==> config.mk <==
export PLATFORM = sky130hd
export DESIGN_NAME = sdes_block_cipher_top
export DESIGN_NICKNAME = d
export VERILOG_FILES = /design/src/sv/sdes_pkg.sv /design/src/sv/sdes_cfg_regs.sv /design/src/sv/sdes_fk.sv /design/src/sv/sdes_block_cipher_top.sv
export SDC_FILE = /design/constraint.sdc
export NUM_CORES = 1
export LEC_CHECK = 0
export BUFFER_PORTS_ARGS = -buffer_cell sky130_fd_sc_hd__buf_2
export CAP_MARGIN = 5
export CORE_AREA = 2 2 144 146
export CTS_CLUSTER_SIZE = 20
export DETAILED_ROUTE_END_ITERATION = 12
export DIE_AREA = 0 0 146 148
export PLACE_DENSITY_LB_ADDON = 0.2
export RECOVER_POWER = 100
export SLEW_MARGIN = 20
export SYNTH_ARGS = -nofsm -noshare
export SYNTH_HDL_FRONTEND = slang
export SYNTH_SLANG_ARGS = --single-unit
==> constraint.sdc <==
create_clock -name clk -period 2.8 [get_ports clk]
set_clock_uncertainty 0.1 [all_clocks]
set_input_delay 0.28 -clock clk [delete_from_list [all_inputs] [get_ports clk]]
set_output_delay 0.28 -clock clk [all_outputs]
set_load 0.05 [all_outputs]
==> src/sv/sdes_pkg.sv <==
// sdes_pkg: shared types, reset constants and the fixed s-des permutations
// used by the configuration registers, the round function and the top level
// no dependencies
package sdes_pkg;

	localparam int unsigned KeyW   = 10;
	localparam int unsigned BlockW = 8;
	localparam int unsigned HalfW  = 4;
	localparam int unsigned SubW   = 8;
	localparam int unsigned TableW = 32;

	// register indexes on the write port
	localparam logic REG_SBOX0 = 1'b0;
	localparam logic REG_SBOX1 = 1'b1;

	localparam logic [TableW-1:0] SBOX0_RESET = 32'hB7D8_1BB1;
	localparam logic [TableW-1:0] SBOX1_RESET = 32'hC613_D2E5;

	// command codes
	localparam logic CMD_ENCRYPT = 1'b0;
	localparam logic CMD_DECRYPT = 1'b1;

	typedef struct packed {
		logic [TableW-1:0] s0;
		logic [TableW-1:0] s1;
	} sbox_cfg_t;

	// string position 0 is the msb in every table below

	function automatic logic [KeyW-1:0] p10(input logic [KeyW-1:0] k);
		return {k[7], k[5], k[8], k[3], k[6], k[0], k[9], k[1], k[2], k[4]};
	endfunction

	function automatic logic [SubW-1:0] p8(input logic [KeyW-1:0] k);
		return {k[4], k[7], k[3], k[6], k[2], k[5], k[0], k[1]};
	endfunction

	function automatic logic [BlockW-1:0] ip(input logic [BlockW-1:0] b);
		return {b[6], b[2], b[5], b[7], b[4], b[0], b[3], b[1]};
	endfunction

	function automatic logic [BlockW-1:0] ip_inv(input logic [BlockW-1:0] b);
		return {b[4], b[7], b[5], b[3], b[1], b[6], b[0], b[2]};
	endfunction

	function automatic logic [SubW-1:0] ep(input logic [HalfW-1:0] r);
		return {r[0], r[3], r[2], r[1], r[2], r[1], r[0], r[3]};
	endfunction

	function automatic logic [HalfW-1:0] p4(input logic [HalfW-1:0] v);
		return {v[2], v[0], v[1], v[3]};
	endfunction

	function automatic logic [4:0] rotl1(input logic [4:0] v);
		return {v[3:0], v[4]};
	endfunction

	function automatic logic [4:0] rotl3(input logic [4:0] v);
		return {v[1:0], v[4:2]};
	endfunction

	// row is outer bits, column is inner bits; entries are 2 bits wide
	function automatic logic [1:0] sbox(input logic [TableW-1:0] tab,
			input logic [HalfW-1:0] nib);
		logic [3:0] idx;
		idx = {nib[3], nib[0], nib[2:1]};
		return tab[{idx, 1'b0} +: 2];
	endfunction

endpackage

==> src/sv/sdes_cfg_regs.sv <==
// sdes_cfg_regs: the two s-box table registers behind the write port
// depends on sdes_pkg
module sdes_cfg_regs (
	input  logic                      clk,
	input  logic                      arst_n,
	input  logic                      wr_en,
	input  logic                      wr_index,
	input  logic [sdes_pkg::TableW-1:0] wr_data,
	output sdes_pkg::sbox_cfg_t       cfg
);
	import sdes_pkg::*;

	logic [TableW-1:0] sbox0_q;
	logic [TableW-1:0] sbox1_q;

	always_ff @(posedge clk or negedge arst_n) begin
		if (!arst_n) begin
			sbox0_q <= SBOX0_RESET;
			sbox1_q <= SBOX1_RESET;
		end else if (wr_en) begin
			unique case (wr_index)
				REG_SBOX0: sbox0_q <= wr_data;
				REG_SBOX1: sbox1_q <= wr_data;
				default: ;
			endcase
		end
	end

	assign cfg.s0 = sbox0_q;
	assign cfg.s1 = sbox1_q;

endmodule

==> src/sv/sdes_fk.sv <==
// sdes_fk: one s-des round function, left xor p4(s-boxes(ep(right) xor key))
// depends on sdes_pkg
module sdes_fk (
	input  sdes_pkg::sbox_cfg_t      cfg,
	input  logic [sdes_pkg::HalfW-1:0] left,
	input  logic [sdes_pkg::HalfW-1:0] right,
	input  logic [sdes_pkg::SubW-1:0]  round_key,
	output logic [sdes_pkg::HalfW-1:0] new_left
);
	import sdes_pkg::*;

	logic [SubW-1:0] mixed;
	logic [1:0]      s0_out;
	logic [1:0]      s1_out;

	always_comb begin
		mixed    = ep(right) ^ round_key;
		s0_out   = sbox(cfg.s0, mixed[7:4]);
		s1_out   = sbox(cfg.s1, mixed[3:0]);
		new_left = left ^ p4({s0_out, s1_out});
	end

endmodule

==> src/sv/sdes_block_cipher_top.sv <==
// sdes_block_cipher_top: three-stage s-des pipeline, one 8-bit block per beat
// an accepted beat is registered in stage 1, stage 2 and stage 3 in turn, then shows its result with done
// throughput: one beat per cycle, start may stay high; busy is always low
// results cannot be stalled, so the pipeline never holds; done lasts one cycle
// reset (arst_n low, async): valid bits clear, s-box tables return to their reset values
// depends on sdes_pkg, sdes_cfg_regs and sdes_fk
module sdes_block_cipher_top (
	input  logic                        clk,
	input  logic                        arst_n,
	// command channel
	input  logic                        start,
	output logic                        busy,
	input  logic                        command,
	input  logic [sdes_pkg::KeyW-1:0]   cipher_key,
	input  logic [sdes_pkg::BlockW-1:0] data_block,
	// result channel
	output logic                        done,
	output logic [sdes_pkg::BlockW-1:0] result_block,
	// s-box table write port
	input  logic                        wr_en,
	input  logic                        wr_index,
	input  logic [sdes_pkg::TableW-1:0] wr_data
);
	import sdes_pkg::*;

	sbox_cfg_t cfg;

	// table registers; write only while the pipeline is empty, the block itself does not enforce this
	sdes_cfg_regs u_cfg (
		.clk      (clk),
		.arst_n   (arst_n),
		.wr_en    (wr_en),
		.wr_index (wr_index),
		.wr_data  (wr_data),
		.cfg      (cfg)
	);

	// the pipeline never stalls, so a new beat is taken every cycle
	logic accept;
	assign busy   = 1'b0;
	assign accept = start && !busy;

	// ---------------- stage 1: key schedule and initial permutation
	logic [KeyW-1:0]   k10;
	logic [4:0]        lo1, hi1, lo3, hi3;
	logic [SubW-1:0]   k1, k2;
	logic [BlockW-1:0] perm_in;

	always_comb begin
		k10     = p10(cipher_key);
		lo1     = rotl1(k10[9:5]);
		hi1     = rotl1(k10[4:0]);
		// k2 uses a further rotate by two, so three in all
		lo3     = rotl3(k10[9:5]);
		hi3     = rotl3(k10[4:0]);
		k1      = p8({lo1, hi1});
		k2      = p8({lo3, hi3});
		perm_in = ip(data_block);
	end

	logic             vld_s1;
	logic [SubW-1:0]  key_a_s1, key_b_s1;
	logic [HalfW-1:0] left_s1, right_s1;

	always_ff @(posedge clk or negedge arst_n) begin
		if (!arst_n) begin
			vld_s1 <= 1'b0;
		end else begin
			vld_s1 <= accept;
		end
	end

	// decryption runs the subkeys in the opposite order
	always_ff @(posedge clk) begin
		if (accept) begin
			key_a_s1 <= (command == CMD_DECRYPT) ? k2 : k1;
			key_b_s1 <= (command == CMD_DECRYPT) ? k1 : k2;
			left_s1  <= perm_in[7:4];
			right_s1 <= perm_in[3:0];
		end
	end

	// ---------------- stage 2: first round
	logic [HalfW-1:0] l1;

	sdes_fk u_round1 (
		.cfg       (cfg),
		.left      (left_s1),
		.right     (right_s1),
		.round_key (key_a_s1),
		.new_left  (l1)
	);

	logic             vld_s2;
	logic [SubW-1:0]  key_b_s2;
	logic [HalfW-1:0] l1_s2, r_s2;

	always_ff @(posedge clk or negedge arst_n) begin
		if (!arst_n) begin
			vld_s2 <= 1'b0;
		end else begin
			vld_s2 <= vld_s1;
		end
	end

	always_ff @(posedge clk) begin
		if (vld_s1) begin
			key_b_s2 <= key_b_s1;
			l1_s2    <= l1;
			r_s2     <= right_s1;
		end
	end

	// ---------------- stage 3: swap, second round, inverse permutation
	logic [HalfW-1:0] l2;

	// after the swap the old right half is the left input
	sdes_fk u_round2 (
		.cfg       (cfg),
		.left      (r_s2),
		.right     (l1_s2),
		.round_key (key_b_s2),
		.new_left  (l2)
	);

	logic              vld_s3;
	logic [BlockW-1:0] result_s3;

	always_ff @(posedge clk or negedge arst_n) begin
		if (!arst_n) begin
			vld_s3 <= 1'b0;
		end else begin
			vld_s3 <= vld_s2;
		end
	end

	always_ff @(posedge clk) begin
		if (vld_s2) begin
			result_s3 <= ip_inv({l2, l1_s2});
		end
	end

	// result beat, one cycle wide
	assign done         = vld_s3;
	assign result_block = result_s3;

endmodule

==> results of run 1 <==
[state kept, by name, summed over array words and instances (netlist names)]
| register | flops |
|---|---|
| result_block | 8 |
| l1_s2 | 4 |
| vld_s1 | 1 |
| right_s1 | 4 |
| u_cfg.sbox1_q | 32 |
| left_s1 | 4 |
| vld_s2 | 1 |
| key_a_s1 | 8 |
| done | 1 |
| key_b_s2 | 8 |
| u_cfg.sbox0_q | 32 |
| key_b_s1 | 8 |
| r_s2 | 4 |
[cells by family after synthesis]
| family | count (synthesis) | synth area share, % |
|---|---|---|
| AO/OA/AOI/OAI | 2 | 0.181 |
| XOR/XNOR | 32 | 6.84 |
| buffers and inverters | 12 | 0.884 |
| flip-flops | 115 | 57.2 |
| multiplexers | 98 | 28.4 |
| other | 1 | 0.0679 |
| AND/OR/NAND/NOR | 84 | 6.39 |
[final cells by class]
class,count,area (sq um)
multi-input combinational,217,2290
clock inverter,14,210
fill,1972,13100
clock buffer,18,439
tap,270,338
timing repair buffer,81,465
inverter,2,7.51
sequential,115,3160
[report_power, final]
| group | total, mW | leakage [nW] | internal, mW | switching (mW) |
|---|---|---|---|---|
| registers | 2.32 | 1.21 | 2.10 | 0.214 |
| logic | 1.29 | 1.21 | 0.596 | 0.693 |
| clock network | 2.38 | 0.303 | 1.60 | 0.781 |
| total | 5.98 | 2.72 | 4.30 | 1.69 |
[Yosys cell counts (all sizes together)]
| cell | number |
|---|---|
| mux4 | 32 |
| xnor2 | 8 |
| conb | 1 |
| nor2 | 16 |
| clkbuf | 3 |
| nand4 | 8 |
| dfstp | 34 |
| xor2 | 24 |
| o21ai | 2 |
| edfxtp | 48 |
| inv | 2 |
| nor2b | 1 |
| buf | 7 |
| nand2 | 53 |
| nand2b | 6 |
| mux2 | 66 |
| dfrtp | 33 |
[final timing paths]
check                               endpoint  slack [ns]  cells past startpoint
min in group asynchronous  u_cfg.sbox1_q[19]        0.69                      2
min reg2reg                      key_b_s2[5]        0.31                      0
max reg2reg                  result_block[7]        0.25                      5
min                         u_cfg.sbox0_q[9]        0.01                      2
max in group asynchronous  u_cfg.sbox1_q[15]        0.92                      3
max                          result_block[7]        0.25                      5
[layer usage]
layer	routed length [um]	track usage [%]
met5	0	0
met4	138	3.64
met3	362	3.21
met2	6820	22.0
met1	6360	17.3
[cell usage in the layout (no fill, tap or decap), types with 2 or more instances in the layout]
| master | synthesis | routed |
|---|---|---|
| mux2_2 | 55 | 55 |
| nand2_1 | 53 | 53 |
| buf_2 | 0 | 48 |
| edfxtp_1 | 48 | 48 |
| dfstp_2 | 34 | 34 |
| dfrtp_1 | 33 | 33 |
| mux4_1 | 28 | 28 |
| clkbuf_1 | 3 | 18 |
| xor2_1 | 17 | 17 |
| clkbuf_16 | 0 | 17 |
| nor2_1 | 16 | 16 |
| dlygate4sd3_1 | 0 | 13 |
| mux2_1 | 11 | 11 |
| xnor2_1 | 8 | 8 |
| nand4_1 | 8 | 8 |
| nand2b_1 | 6 | 6 |
| xor2_2 | 3 | 5 |
| bufinv_16 | 0 | 5 |
| mux4_2 | 4 | 4 |
| clkinvlp_4 | 0 | 4 |
| xor2_4 | 4 | 2 |
| inv_1 | 2 | 2 |
| o21ai_0 | 2 | 2 |
| clkinv_4 | 0 | 2 |
| clkinv_1 | 0 | 2 |
==> results.toml, run 1 <==
[status]
status = "finished with violations"
violations = "capacitance limit, slew limit"

[critical_path]
cp-start-kind = "flop"
cpPeakStageDelay_ns = 0.71
cp.arrival_ns = 2.60
crit_path_end_kind = "flop"
crit_buf_inv = 0
path_cells = "xor2_4, mux4_1, nand2_1, nand4_1, xor2_1"
path_class = "flop to flop"
path_delay_family = "multiplexers"
crit_slowest_cell = "mux4_1"
crit_required_ns = 2.85
r2r-start = "l1_s2[2]"
crit_fanout = 8
critPathLaunch = "l1_s2[2]"

[cts]
clock_latency_ns = 0.41
clock-root-buffer = "clkbuf_16"
cts_tree = "yes"
cts_setup_buffers = 0
post_cts_resize_count = 0
cts_buffer_depth = 2
clock_sinks = 115
ctsHoldBuffers = 12
cts_buffers = 17
htree_levels = 4
cts.clk_slew.worst_paths_ns = 0.06

[sta]
max_freq_mhz = 393
setup_slack_ns = 0.254
finalSetupViolations = 0
fin_hold_ws_ns = 0.00974
period_share_pct = 90.9
min_period_ns = 2.55
fin_tns_setup_ns = 0
rsz0062_at_grt = "no"
max_slew_margin_pct = -34.6
tightestPinTransition_ns = 2.02
slew_violations = 92
hold_viol = 0

[yosys]
synth-seq-cells = 115
avgSynthCellArea_sq_um = 16.1
synth_top_area_share_pct = 26.1
yosysTopAreaCell = "edfxtp_1"
synth.distinct_cells = 22
syn-num-nets = 400
synth_area_leaders = "edfxtp_1, dfstp_2, dfrtp_1"
synthesis.area_sq_mm = 0.00552
synthCells = 344
synth-warning-count = 0
yosysSeqAreaShare_pct = 57.2

[power]
irDropWorstVdd_uv = 431
finalPower_mw = 5.98
p_leak_nw = 2.72
pwr_density_cell_mw_per_mm2 = 866

[worst_hold_path]
min_from = "wr_data[9]"
hp-class = "input pin to flop"

[place]
placed_cells = 672
numPortBuffers = 64
dp_hpwl_um = 10000
pre_cts_ws_ns = 0.269
placement.cell_area_sq_mm = 0.00618
gp_congestion = 0.793

[final_layout]
drive_gt1_share_pct = 40.5
area_delta_synth_final_pct = 25.2
post-route-util_pct = 34.5
stdcell_area_sq_mm = 0.00691
final_cell_count_no_fill = 717
final_nets = 490
n_antenna_cell = 0

[die]
start_util_pct = 27.6
die_w_um = 146
io_pins = 66
fp.dieH_um = 148
core_area_sq_mm = 0.0200
die_area_sq_mm = 0.0216
rows = 52

[global_route]
grt_max_degree = 43
grt_pass1_wl_um = 20800
grt_pass1_vias = 3361
grt_usage_pct = 13.2
grt_overflow_total = 0
grt_antenna_before_repair = 0

[detailed_routing]
routedWlPerCell_um = 19.1
detail_route.iter0.violations = 155
vias = 3194
drc_errors = 0
ant_nets = 0
drt_wl_total_um = 13700
first_pass_iters = 5
via_per_inst = 4.45

[run]
max_cap_viol_count = 3
Power figures use the tool's default switching activity.
==> run 2: changes to the inputs <==
CTS_BUF_LIST = sky130_fd_sc_hd__clkbuf_8   (was default)
==> run 2 against run 1 <==
The flow still finishes with violations (capacitance limit, slew limit). First-iteration DRC count decreased by 12%. Register-to-register slack about the same. Die area unchanged. Core utilization increased by 0.38 points. Setup slack got worse by 0.0059 ns. Fmax decreased by 0.23%. Final area increased by 1.1%. Power decreased by 9.5%. Sequential power about the same. Critical path depth unchanged. Clock power decreased by 25%. Count of clock-buffer cells in the layout unchanged. Critical path type unchanged. Critical endpoint unchanged.
==> results.toml, run 2 (synthesized netlist as in run 1, its figures left out) <==
[final_layout]
fillCellCount = 1980
top_regs = "u_cfg.sbox0_q (32), u_cfg.sbox1_q (32)"
post-route-util_pct = 34.9
final_common_cell = "mux2_2"
stdcell_area_sq_mm = 0.00699
final_nets = 518
layout_common_cells = "mux2_2, nand2_1, buf_2, edfxtp_1, dlygate4sd3_1"
area_delta_synth_final_pct = 26.6
drive_gt1_share_pct = 38.1
n_antenna_cell = 0
final_cell_count_no_fill = 745

[detailed_routing]
first_pass_iters = 4
drc_errors = 0
routedWlPerCell_um = 18.4
route.met2.wl_um = 6820
ant_nets = 0
highest_layer = "met4"
drt_wl_total_um = 13700
detail_route.iter0.violations = 136
route.met3.wl_um = 455
met1Wirelength_um = 6240
via_per_inst = 4.41
vias = 3287

[place]
numPortBuffers = 64
placed_cells = 672
gp_congestion = 0.793
placement.cell_area_sq_mm = 0.00618
pre_cts_ws_ns = 0.269
dp_hpwl_um = 10000

[critical_path]
crit_slowest_cell = "mux4_1"
rr_endpoint = "result_block[7]"
path_cells = "xor2_4, mux4_1, nand2_1, nand4_1, xor2_1"
cp.arrival_ns = 2.65
path_class = "flop to flop"
r2r-start = "l1_s2[2]"
reg2reg_slack_ns = 0.25
crit_required_ns = 2.90
cpPeakStageDelay_ns = 0.71
cp-start-kind = "flop"
crit_fanout = 8
ff2ff_path_depth = 5
crit_path_end_kind = "flop"

[global_route]
grt_max_degree = 43
grt_overflow_total = 0
grt_pass1_wl_um = 21100
grt_pass1_vias = 3504
grt_antenna_before_repair = 0
grt_usage_pct = 13.4

[die]
die_w_um = 146
io_pins = 66
die_area_sq_mm = 0.0216
fp.dieH_um = 148
core_area_sq_mm = 0.0200
rows = 52
start_util_pct = 27.6

[cts]
post_cts_resize_count = 0
cts.clk_slew.worst_paths_ns = 0.08
cts_tree = "yes"
clock-root-buffer = "clkbuf_8"
cts_buffers = 17
htree_levels = 4
clock_sinks = 115
clock_latency_ns = 0.44
cts_buffer_depth = 2

[run]
max_cap_viol_count = 2

[power]
pwr_density_cell_mw_per_mm2 = 774
p_leak_nw = 2.75
finalPower_mw = 5.41
irDropWorstVdd_uv = 315

[sta]
slew_violations = 66
tightestPinTransition_ns = 2.00
fin_hold_ws_ns = 0.0284
rsz0062_at_grt = "no"
hold_viol = 0
min_period_ns = 2.55
period_share_pct = 91.2
max_slew_margin_pct = -33.2
finalSetupViolations = 0
setup_slack_ns = 0.248
max_freq_mhz = 392
fin_tns_setup_ns = 0

[status]
status = "finished with violations"
violations = "capacitance limit, slew limit"

[worst_hold_path]
hp-class = "input pin to flop"
min_to = "key_b_s1[6]"
min_from = "cipher_key[3]"
holdPathStages = 3
==> run 2: cell count changes in the layout (fill, tap and decap cells not counted) <==
cell / previous run / this run
clkbuf_8: 1 / 18
clkbuf_16: 17 / 0
buf_12: 1 / 0
clkbuf_4: 0 / 1
dlygate4sd3_1: 13 / 41
==> run 2: power breakdown <==
part | total [mW] | internal [mW] | switching [mW]
Sequential | 2.32 | 2.10 | 0.214
Clock | 1.78 | 1.08 | 0.705
Combinational | 1.32 | 0.619 | 0.697
==> run 2: metal layers <==
metal,vias up,track usage [%]
met3,12,3.18
li1,1526,-
met4,0,4.66
met1,1689,17.4
met5,-,0
met2,60,22.2
==> run 2: repair_timing <==
item	CTS	global route
hold buffers	41	0
setup buffers	0	0
endpoints found under the hold margin	82	0
==> run 2: cell type report <==
type	count	area (sq um)	share of cell area, %
Sequential cell	115	3160	45.2
Multi-Input combinational cell	217	2290	32.8
Timing Repair Buffer	109	733	10.5
Tap cell	270	338	4.83
Clock buffer	18	248	3.54
Clock inverter	14	210	3.01
Inverter	2	7.51	0.107
==> run 2: worst max-delay path by stage <==
stage / to / depth (start not counted) / start
after global placement: result_block[7] / 5 / l1_s2[2]
final: result_block[7] / 5 / l1_s2[2]
after floorplan: l1_s2[1] / 5 / right_s1[0]
after CTS: result_block[7] / 5 / l1_s2[2]
after global routing: u_cfg.sbox0_q[16] / 3 / arst_n
after detailed placement: result_block[7] / 5 / l1_s2[2]
==> run 2: critical path, delay by kind of cell, from the launching register on <==
kind	cells	cell delay, ns
DFF	1	0.56
xor gates and xnor gates	2	0.69
muxes	1	0.71
and+or+nand+nor	2	0.24
==> run 3: changes to the inputs <==
CORE_AREA = 2 2 104 106   (was 2 2 144 146)
DIE_AREA = 0 0 106 108   (was 0 0 146 148)
==> run 3 against run 2 <==
The flow still finishes with violations (capacitance limit, slew limit). Register-to-register slack improved by 0.08 ns. Setup slack improved by 0.080 ns. Die area decreased by 47%. Non-clock buffer count unchanged. Fmax increased by 3.2%. Critical path type unchanged. Highest routed layer unchanged.
==> results.toml, run 3 (synthesized netlist as in run 1, its figures left out) <==
[status]
status = "finished with violations"
violations = "capacitance limit, slew limit"

[global_route]
grt_overflow_total = 0
grt_pass1_wl_um = 18700
grt_max_degree = 68
grt_antenna_before_repair = 0
grt_usage_pct = 22.8
grt_pass1_vias = 3428

[cts]
cts_buffers = 17
cts.clk_slew.worst_paths_ns = 0.07
cts_buffer_depth = 2
clock_latency_ns = 0.44
clock_sinks = 115
clock-root-buffer = "clkbuf_8"
cts_tree = "yes"
cts_setup_buffers = 0
htree_levels = 4

[final_layout]
multi_input_area_sq_mm = 0.00227
post-route-util_pct = 65.6
layout_common_cells = "nand2_1, mux2_2, buf_2"
fillCellCount = 755
final_cell_count_no_fill = 611
final_nets = 518
drive_gt1_share_pct = 38.5
n_antenna_cell = 0
final_common_cell = "nand2_1"
area_delta_synth_final_pct = 21.5
top_regs = "u_cfg.sbox0_q (32), u_cfg.sbox1_q (32)"
final-seq-area_sq_mm = 0.00316

[critical_path]
critPathLaunch = "l1_s2[2]"
cp-start-kind = "flop"
ff2ff_path_depth = 5
path_cells = "xor2_2, mux4_1, nand2_1, nand4_1, xor2_1"
crit_path_end_kind = "flop"
crit_required_ns = 2.87
reg2reg_slack_ns = 0.33
crit_slowest_cell = "mux4_1"
crit_fanout = 8
worst_setup_path_endpoint = "result_block[6]"
r2r-start = "l1_s2[2]"
rr_endpoint = "result_block[6]"
cpPeakStageDelay_ns = 0.67
path_class = "flop to flop"
cp.arrival_ns = 2.55

[sta]
slew_violations = 134
hold_viol = 0
rsz0062_at_grt = "no"
fin_hold_ws_ns = 0.0392
finalSetupViolations = 0
min_period_ns = 2.47
max_freq_mhz = 404
period_share_pct = 88.3
max_slew_margin_pct = -26.0
tightestPinTransition_ns = 1.89
fin_tns_setup_ns = 0

[detailed_routing]
first_pass_iters = 4
via_per_inst = 5.49
drt_wl_total_um = 11900
detail_route.iter0.violations = 221
drc_errors = 0
routedWlPerCell_um = 19.4
vias = 3352
ant_nets = 0

[power]
p_leak_nw = 2.72
finalPower_mw = 4.97
irDropWorstVdd_uv = 437
pwr_density_cell_mw_per_mm2 = 741

[die]
io_pins = 66
start_util_pct = 54.0
core_area_sq_mm = 0.0102
die_w_um = 106
fp.dieH_um = 108
die_area_sq_mm = 0.0114
rows = 37

[place]
numPortBuffers = 64
dp_hpwl_um = 8570
gp_congestion = 0.917
placed_cells = 538

[run]
max_cap_viol_count = 3

[worst_hold_path]
min_from = "cipher_key[8]"
hp-class = "input pin to flop"
==> run 3: cell types whose count changed in the layout (fill, tap and decap cells not counted), sizes merged <==
cell / delta
buf: +4
inv: +3
clkinv: +2
clkbuf: -5
bufinv: -4
==> run 3: layout make-up <==
cell class,instances,area share [%]
flip-flops and latches,115,47.1
clock inverters,15,2.01
repair buffers,109,11.0
well taps,136,2.54
multi-input cells,217,33.8
inverters,2,0.112
clock buffers,17,3.49
==> run 3: worst min-delay path by stage <==
stage / cells after the start / slack [ns] / endpoint
2_1_floorplan: 0 / -0.12 / done
3_3_place_gp: 0 / 0.31 / key_b_s2[7]
3_5_place_dp: 0 / 0.30 / key_b_s2[3]
4_1_cts: 3 / 0.02 / key_a_s1[2]
5_1_grt: 3 / 0.05 / key_b_s1[6]
6_report: 3 / 0.04 / key_a_s1[2]
==> run 3: routing by layer <==
layer	wire, um	track usage [%]	up-vias
li1	-	-	1532
met2	6040	36.5	95
met5	0	0	-
met3	580	6.81	14
met1	5070	30.4	1711
met4	163	7.42	0
==> run 3: per-stage QoR <==
stage / worst slack (ns) / instance area (sq um)
after floorplan: 0.729 / 5520
after global placement: 0.497 / 6000
after detailed placement: 0.506 / 6000
after CTS: 0.490 / 6780
after global routing: 0.207 / 6710
final: 0.327 / 6710
==> run 3: power breakdown <==
group,switching (mW),total [mW],leakage [nW],internal (mW)
Clock,0.710,1.41,0.179,0.703
Combinational,0.620,1.23,1.33,0.610
Sequential,0.226,2.33,1.21,2.10
Total,1.56,4.97,2.72,3.42
==> run 3: timing repair <==
item / in CTS / in global routing
hold buffers: 41 / 0
hold endpoints to repair: 104 / 0
gates resized for setup: 0 / 0
==> run 3: worst max-delay path: cells and delay by family (launching register included) <==
kind | cells | cell delay (ns)
flip-flops | 1 | 0.48
AND/OR/NAND/NOR | 2 | 0.19
XOR/XNOR | 2 | 0.76
multiplexers | 1 | 0.67
